<file path="src/frame_check_crc16_defines.svh">
// assertion macros for the frame checker
`ifndef FRAME_CHECK_CRC16_DEFINES_SVH
`define FRAME_CHECK_CRC16_DEFINES_SVH

`ifndef SYNTH
// check on every clock edge outside reset
`define FCC16_ASSERT(lbl, prop, msg) \
  lbl: assert property (@(posedge clk) disable iff (!rst_n) prop) else $error(msg);
// check on every clock edge, reset included
`define FCC16_ASSERT_ALWAYS(lbl, prop, msg) \
  lbl: assert property (@(posedge clk) prop) else $error(msg);
`else
`define FCC16_ASSERT(lbl, prop, msg)
`define FCC16_ASSERT_ALWAYS(lbl, prop, msg)
`endif

`endif

</file>
<file path="src/fcc16_pkg.sv">
// shared types and constants for the crc16 frame checker
`timescale 1ns / 1ps
`default_nettype none

package fcc16_pkg;

  // verdict codes
  localparam logic [2:0] ST_OK        = 3'd0;
  localparam logic [2:0] ST_TOO_SHORT = 3'd1;
  localparam logic [2:0] ST_BAD_FRAME = 3'd2;
  localparam logic [2:0] ST_LEN_BAD   = 3'd3;
  localparam logic [2:0] ST_CRC_FAIL  = 3'd4;

  // crc-16/modbus
  localparam logic [15:0] CRC_INIT = 16'hFFFF;
  localparam logic [15:0] CRC_POLY = 16'hA001;

  // frame markers
  localparam logic [7:0] MARK_HEAD  = 8'h7E;
  localparam logic [7:0] MARK_TAIL0 = 8'h0A;
  localparam logic [7:0] MARK_TAIL1 = 8'h0D;

  // minimum length register
  localparam logic [7:0] MIN_LEN_RESET = 8'd11;
  localparam logic [7:0] MIN_LEN_FLOOR = 8'd4;

  // byte positions within the frame
  localparam logic [15:0] POS_HEAD0 = 16'd0;
  localparam logic [15:0] POS_HEAD1 = 16'd1;
  localparam logic [15:0] POS_LEN_LO = 16'd2;
  localparam logic [15:0] POS_LEN_HI = 16'd3;
  localparam logic [15:0] POS_FUNC_LO = 16'd4;
  localparam logic [15:0] POS_FUNC_HI = 16'd5;
  localparam logic [15:0] POS_SEQ = 16'd6;
  localparam logic [15:0] CRC_START = 16'd4;
  localparam logic [15:0] CNT_MAX = 16'hFFFF;

  typedef struct packed {
    logic [7:0] rx_byte;
    logic       end_of_frame;
  } in_t;

  typedef struct packed {
    logic [2:0]  status;
    logic [15:0] function_code;
    logic [7:0]  sequence_byte;
    logic [15:0] frame_length;
    logic [15:0] computed_crc;
  } out_t;

endpackage

`default_nettype wire

</file>
<file path="src/frame_check_crc16.sv">
// frame_check_crc16: top level of the streaming crc-16/modbus frame checker
//
// in channel: one frame byte per word (in_data.rx_byte), in_data.end_of_frame
// marks the last byte. out channel: one verdict word per frame, issued for
// the last byte only, carrying status, function code, sequence byte, counted
// length and the crc computed over all but the last four bytes.
// cfg port: cfg_wr_en writes cfg_wr_data to min_frame_length.
// Throughput: one word per cycle while in_ready is high. The byte-wide crc
// update (eight bit steps) and all header, tail and length checks sit in
// combinational logic between the frame state registers and the output register.
// The verdict is registered: it is valid on out_valid in the cycle after
// the last byte is taken.
// Reset (rst_n low, synchronous): frame state cleared, crc to FFFF,
// min_frame_length to 11, output empty.
// Stall: a held verdict stays in the output register; in_ready is low while
// that register is full and out_ready is low, so no byte is taken until the
// verdict drains.
`timescale 1ns / 1ps
`default_nettype none

`include "frame_check_crc16_defines.svh"

module frame_check_crc16 (
  input  wire logic           clk,
  input  wire logic           rst_n,
  input  wire logic           in_valid,
  output logic                in_ready,
  input  wire fcc16_pkg::in_t in_data,
  output logic                out_valid,
  input  wire logic           out_ready,
  output fcc16_pkg::out_t     out_data,
  input  wire logic           cfg_wr_en,
  input  wire logic [7:0]     cfg_wr_data
);

  // frame state
  logic [7:0]  min_len_r;
  logic [15:0] crc_r;
  logic [15:0] byte_cnt_r;
  logic [7:0]  dly_r [4];
  logic        hdr_good_r;
  logic [15:0] decl_len_r;
  logic [15:0] func_r;
  logic [7:0]  seq_r;

  // output register
  logic            out_valid_r;
  fcc16_pkg::out_t out_data_r;

  // next values
  logic [15:0] crc_fed;
  logic [15:0] crc_nxt;
  logic [15:0] byte_cnt_nxt;
  logic        hdr_good_nxt;
  logic [15:0] decl_len_nxt;
  logic [15:0] func_nxt;
  logic [7:0]  seq_nxt;
  logic [7:0]  min_len_eff;
  logic [2:0]  status_nxt;
  fcc16_pkg::out_t result;
  logic        in_acc;

  // one byte through the reflected crc, eight bit steps
  function automatic logic [15:0] crc_feed(input logic [15:0] crc, input logic [7:0] b);
    logic [15:0] c;
    c = crc ^ {8'd0, b};
    for (int k = 0; k < 8; k++) begin
      c = c[0] ? ((c >> 1) ^ fcc16_pkg::CRC_POLY) : (c >> 1);
    end
    return c;
  endfunction

  // handshake
  assign in_ready  = !out_valid_r || out_ready;
  assign in_acc    = in_valid && in_ready;
  assign out_valid = out_valid_r;
  assign out_data  = out_data_r;

  // crc, counter and field captures for the incoming byte
  always_comb begin
    crc_fed      = crc_feed(crc_r, dly_r[0]);
    crc_nxt      = (byte_cnt_r >= fcc16_pkg::CRC_START) ? crc_fed : crc_r;
    byte_cnt_nxt = (byte_cnt_r == fcc16_pkg::CNT_MAX) ? byte_cnt_r : byte_cnt_r + 16'd1;
    hdr_good_nxt = hdr_good_r;
    decl_len_nxt = decl_len_r;
    func_nxt     = func_r;
    seq_nxt      = seq_r;
    case (byte_cnt_r)
      fcc16_pkg::POS_HEAD0, fcc16_pkg::POS_HEAD1: begin
        if (in_data.rx_byte != fcc16_pkg::MARK_HEAD) hdr_good_nxt = 1'b0;
      end
      fcc16_pkg::POS_LEN_LO:  decl_len_nxt = {decl_len_r[15:8], in_data.rx_byte};
      fcc16_pkg::POS_LEN_HI:  decl_len_nxt = {in_data.rx_byte, decl_len_r[7:0]};
      fcc16_pkg::POS_FUNC_LO: func_nxt = {func_r[15:8], in_data.rx_byte};
      fcc16_pkg::POS_FUNC_HI: func_nxt = {in_data.rx_byte, func_r[7:0]};
      fcc16_pkg::POS_SEQ:     seq_nxt = in_data.rx_byte;
      default: ;
    endcase
  end

  // verdict, first failing check wins
  always_comb begin
    min_len_eff = (min_len_r < fcc16_pkg::MIN_LEN_FLOOR) ? fcc16_pkg::MIN_LEN_FLOOR
                                                          : min_len_r;
    if (byte_cnt_nxt < {8'd0, min_len_eff}) begin
      status_nxt = fcc16_pkg::ST_TOO_SHORT;
    end else if (!hdr_good_nxt || dly_r[3] != fcc16_pkg::MARK_TAIL0 ||
                 in_data.rx_byte != fcc16_pkg::MARK_TAIL1) begin
      status_nxt = fcc16_pkg::ST_BAD_FRAME;
    end else if (decl_len_nxt != byte_cnt_nxt) begin
      status_nxt = fcc16_pkg::ST_LEN_BAD;
    end else if (dly_r[1] != crc_nxt[7:0] || dly_r[2] != crc_nxt[15:8]) begin
      status_nxt = fcc16_pkg::ST_CRC_FAIL;
    end else begin
      status_nxt = fcc16_pkg::ST_OK;
    end
    result.status        = status_nxt;
    result.function_code = func_nxt;
    result.sequence_byte = seq_nxt;
    result.frame_length  = byte_cnt_nxt;
    result.computed_crc  = crc_nxt;
  end

  // minimum length register
  always_ff @(posedge clk) begin
    if (!rst_n) begin
      min_len_r <= fcc16_pkg::MIN_LEN_RESET;
    end else if (cfg_wr_en) begin
      min_len_r <= cfg_wr_data;
    end
  end

  // frame state, cleared after each verdict
  always_ff @(posedge clk) begin
    if (!rst_n) begin
      crc_r      <= fcc16_pkg::CRC_INIT;
      byte_cnt_r <= '0;
      hdr_good_r <= 1'b1;
      decl_len_r <= '0;
      func_r     <= '0;
      seq_r      <= '0;
      for (int i = 0; i < 4; i++) dly_r[i] <= '0;
    end else if (in_acc) begin
      if (in_data.end_of_frame) begin
        crc_r      <= fcc16_pkg::CRC_INIT;
        byte_cnt_r <= '0;
        hdr_good_r <= 1'b1;
        decl_len_r <= '0;
        func_r     <= '0;
        seq_r      <= '0;
        for (int i = 0; i < 4; i++) dly_r[i] <= '0;
      end else begin
        crc_r      <= crc_nxt;
        byte_cnt_r <= byte_cnt_nxt;
        hdr_good_r <= hdr_good_nxt;
        decl_len_r <= decl_len_nxt;
        func_r     <= func_nxt;
        seq_r      <= seq_nxt;
        dly_r[0]   <= dly_r[1];
        dly_r[1]   <= dly_r[2];
        dly_r[2]   <= dly_r[3];
        dly_r[3]   <= in_data.rx_byte;
      end
    end
  end

  // output valid
  always_ff @(posedge clk) begin
    if (!rst_n) begin
      out_valid_r <= 1'b0;
    end else if (in_acc && in_data.end_of_frame) begin
      out_valid_r <= 1'b1;
    end else if (out_ready) begin
      out_valid_r <= 1'b0;
    end
  end

  // output payload
  always_ff @(posedge clk) begin
    if (in_acc && in_data.end_of_frame) begin
      out_data_r <= result;
    end
  end

  // checks
  `FCC16_ASSERT(a_last_gives_word,
                (in_acc && in_data.end_of_frame) |=> out_valid_r,
                "last byte gave no verdict")
  `FCC16_ASSERT(a_mid_no_word,
                (in_acc && !in_data.end_of_frame && !out_valid_r) |=> !out_valid_r,
                "verdict without last byte")
  `FCC16_ASSERT(a_clear_after_last,
                (in_acc && in_data.end_of_frame) |=>
                (byte_cnt_r == 16'd0 && crc_r == fcc16_pkg::CRC_INIT),
                "frame state not cleared")
  `FCC16_ASSERT(a_status_range,
                out_valid_r |-> (out_data_r.status <= fcc16_pkg::ST_CRC_FAIL),
                "status code out of range")
  `FCC16_ASSERT(a_ok_len,
                (out_valid_r && out_data_r.status == fcc16_pkg::ST_OK) |->
                (out_data_r.frame_length >= 16'd4),
                "ok verdict on short frame")

endmodule

`default_nettype wire
</file>
<file path="config.mk">
export PLATFORM = sky130hd
export DESIGN_NAME = frame_check_crc16
export DESIGN_NICKNAME = d
export VERILOG_FILES = /design/src/fcc16_pkg.sv /design/src/frame_check_crc16.sv
export VERILOG_INCLUDE_DIRS = /design/src /design/src/src
export SDC_FILE = /design/constraint.sdc
export NUM_CORES = 1
export LEC_CHECK = 0
export ABC_AREA = 1
export BUFFER_PORTS_ARGS = -buffer_cell sky130_fd_sc_hd__buf_4
export CAP_MARGIN = 0
export CORE_UTILIZATION = 60
export CTS_CLUSTER_SIZE = 16
export DETAILED_ROUTE_END_ITERATION = 10
export PLACE_DENSITY = 0.81
export SETUP_SLACK_MARGIN = 0.3
export SKIP_CTS_REPAIR_TIMING = 1
export SLEW_MARGIN = 20
export SYNTH_ARGS = -nofsm -noshare
export SYNTH_HDL_FRONTEND = slang
export SYNTH_SLANG_ARGS = --single-unit
</file>
<file path="constraint.sdc">
create_clock -name clk -period 8.7 [get_ports clk]
set_clock_uncertainty 0.1 [all_clocks]
set_input_delay 0.435 -clock clk [delete_from_list [all_inputs] [get_ports clk]]
set_output_delay 0.435 -clock clk [all_outputs]
set_load 0.02 [all_outputs]
</file>
==> flow_summary_export.csv <==
group,metric,value,unit
worst_setup_path,worstRegToRegCells,16,
synthesis,synth_top_family_by_area,"simple AND/OR/NAND/NOR gates",
synthesis,synthCells,1029,
place,io_buffers,82,
synthesis,ys_async_sr_fraction,0,
worst_setup_path,cp.arrival,3.36,ns
floorplan,die_area,14550,sq um
place,place_area,9195,sq um
cells_and_area,final_nets,1142,
global_route,grt_pass1_vias,6707,
timing,rsz0062_at_grt,"no",
synthesis,synth.mux.area_fraction,0,
synthesis,netlist_area,8444,sq um
floorplan,die_x,120.6,um
detailed_routing,wl_per_cell,16.26,um
timing,maxSlewHeadroom,0.3188,
detailed_routing,wl,21110,um
timing,timing.final.crit_period,3.261,ns
pwr,switching_power,0.4365,mW
synthesis,yosysTopAreaCell,"edfxtp_1",
clocking,cts_max_path_buffers,2,
status,outcome,"finished, final reports clean",
synthesis,synth_ff_type,"dfxtp_1",
worst_setup_path,cp-end-kind,"flop",
place,gp_congestion,0.9543,
timing,hold_viol,0,
job,cap_violations,0,
cells_and_area,nFillCells,1052,
synthesis,syn-num-nets,1062,
worst_setup_path,reg2reg_slack,5.44,ns
place,dpl.hpwl,14470,um
worst_setup_path,crit_fanout,8,
global_route,grt_pass1_wl,33790,um
pwr,leakage,4.156,nW
floorplan,die_h,120.6,um
floorplan,ios,83,
timing,max_clock_freq,0.3067,GHz
synthesis,yosysWarnings,0,
clocking,cts_buffers,17,
detailed_routing,drt-pass1-iter-count,7,
synthesis,yosys.area.top_type_share,0.2952,
clocking,cts_tree,"done",
timing,slew_viol_final,0,
floorplan,row_count,42,
hold_path,hold_path_class,"in -> reg",
global_route,antenna_found_initial,0,
clocking,insertion_delay,0.45,ns
pwr,p_sw_frac,0.2509,
clocking,path_clk_slew,0.07,ns
pwr,p_int,1.303,mW
synthesis,synth-compound-area-share,0.1082,
pwr,peakVddDrop,0.0001638,V
clocking,clock_sinks,173,
synthesis,synthXorXnorAreaFrac,0.009335,
global_route,overflow,0,
synthesis,synth.distinct_cells,46,
cells_and_area,stdcell_area,9763,sq um
synthesis,syn_avg_cell_area,8.206,sq um
timing,post-route-period-util,0.3748,
worst_setup_path,cp-endpoint,"out_data[57]",
timing,setup_viol,0,
worst_setup_path,startpoint,"byte_cnt_r[0]",
worst_setup_path,cp_data_required_time,8.80,ns
global_route,grtUsageTotal,0.3046,
detailed_routing,viasPerCell,5.671,
synthesis,ys_seq_elements,173,
synthesis,yosysSeqAreaShare,0.5085,
worst_setup_path,startpoint_type,"flop",
clocking,htreeDepth,4,
floorplan,start_util,0.6253,
floorplan,core-area,13510,sq um
synthesis,synth_fa_ha_area_frac,0.01630,
pwr,p_per_area,178.2,nW/um^2
cells_and_area,drive_above_1_share,0.1720,
synthesis,netlist_top_cells_area,"edfxtp_1 30%, dfxtp_1 21%, nand2_1 13%",
synthesis,synthSimpleGateAreaFrac,0.2741,
detailed_routing,drtIter0Drc,756,
worst_setup_path,crit-reg2reg-launch,"byte_cnt_r[0]",
timing,setup_tns,0,ns
worst_setup_path,crit_type,"reg -> reg",
cells_and_area,area_delta_synth_final,15.62,%
global_route,grt_start_max_net_pins,60,
detailed_routing,detailroute.via_count,7361,
detailed_routing,final_antenna_net_count,0,
pwr,power_frac_seq,0.506,
synthesis,synth_edf_count,83,
detailed_routing,post-route-drc-count,0,
cells_and_area,antenna_cells,0,
worst_setup_path,worstReg2RegEnd,"out_data[57]",
pwr,clock_power_share,0.425,
timing,worstMarginPinSlew,1.020,ns
pwr,power_frac_comb,0.069,
clocking,cts-root-buf,"clkbuf_16",
[critical path, stage by stage (launching register included)]
cell and delay [ns]:
dfxtp_1 0.50, ha_1 0.30, nand3_1 0.13, inv_1 0.09, nand2_2 0.10, nor2_8 0.24, nor2_1 0.12, inv_1 0.10
ha_1 0.26, a21oi_1 0.16, o21ai_0 0.17, nor3_1 0.21, nand3_1 0.10, nor3_1 0.18, nand2_1 0.13, nand2_1 0.08
inv_1 0.04
[per-layer routing]
layer / up-vias / GRT usage / wire (um)
li1: 3555 / - / -
met4: 0 / 0.1088 / 582
met2: 336 / 0.4695 / 9479
met5: - / 0 / 0
met3: 58 / 0.06462 / 1596
met1: 3412 / 0.4245 / 9450
[layout by cell type, fill, tap and decap left out, types with 11 or more instances in the layout]
master / n
nand2_2: 20
dfxtp_1: 90
inv_2: 13
o22ai_1: 44
a21oi_1: 22
a22o_1: 14
ha_1: 11
nand3_1: 74
nand2_1: 300
buf_4: 86
clkbuf_16: 17
o21ai_0: 45
inv_1: 135
edfxtp_1: 83
nor2_1: 66
[cells by family (layout without fill, tap and decap cells)]
group                      count (synthesis)  count (layout)
AOI/OAI and AO/OA                        146             146
xor gates and xnor gates                   9               9
and+or+nand+nor                          512             512
buffers and inverters                    178             271
adders and majority gates                 11              11
DFF                                      173             173
[stage by stage]
| step | cells | power [mW] | hold WS [ns] | util | setup WS, ns |
|---|---|---|---|---|---|
| floorplan | 1029 | 0.9688 | 0.3286 | - | 4.555 |
| global placement | 1266 | 1.012 | 0.3442 | 0.6808 | 5.518 |
| detailed placement | 1266 | 1.015 | 0.3450 | 0.6808 | 5.483 |
| CTS | 1298 | 1.737 | 0.09463 | 0.7229 | 5.484 |
| global route | 1298 | 1.786 | 0.1068 | 0.7229 | 5.172 |
| finish | 1298 | 1.740 | 0.09238 | 0.7229 | 5.439 |
[how the worst min path moves through the flow]
| stage | start | end | slack, ns | cells after the start |
|---|---|---|---|---|
| floorplan | decl_len_r[11] | decl_len_r[11] | 0.33 | 2 |
| global placement | min_len_r[0] | min_len_r[0] | 0.34 | 2 |
| detailed placement | min_len_r[0] | min_len_r[0] | 0.35 | 2 |
| CTS | cfg_wr_data[0] | min_len_r[0] | 0.09 | 3 |
| global route | cfg_wr_data[0] | min_len_r[0] | 0.11 | 3 |
| finish | cfg_wr_data[0] | min_len_r[0] | 0.09 | 3 |
[power groups by stage]
stage	clock (mW)	sequential [mW]	combinational (mW)
floorplan	0	0.906	0.0632
global placement	0	0.897	0.115
detailed placement	0	0.897	0.117
CTS	0.739	0.880	0.118
global route	0.775	0.881	0.130
finish	0.740	0.880	0.120
[flip-flops by register name (all words and copies together), names as in the netlist]
signal      flops
out_valid       1
func_r         16
byte_cnt_r     16
seq_r           8
decl_len_r     16
hdr_good_r      1
min_len_r       8
dly_r          32
out_data       59
crc_r          16
[layout make-up]
type                       count  area, sq um  share of cell area
clock buffer                  21        470.5             0.04819
clock inverter                11        97.59            0.009996
inverter                     153        580.6             0.05946
multi-input combinational    678         3455              0.3538
sequential                   173         4294              0.4398
tap                          176        220.2             0.02256
timing repair buffer          86        645.6             0.06613
[synth_stat cells (8+ instances only)]
cell type / number
nand2_1: 301
inv_1: 135
dfxtp_1: 90
edfxtp_1: 83
nand3_1: 74
nor2_1: 67
o21ai_0: 45
o22ai_1: 44
a21oi_1: 22
nand2_2: 19
clkbuf_1: 16
a22o_1: 14
inv_2: 13
ha_1: 11
nor2_2: 8
Note: power is estimated with default switching activity, not from simulation.
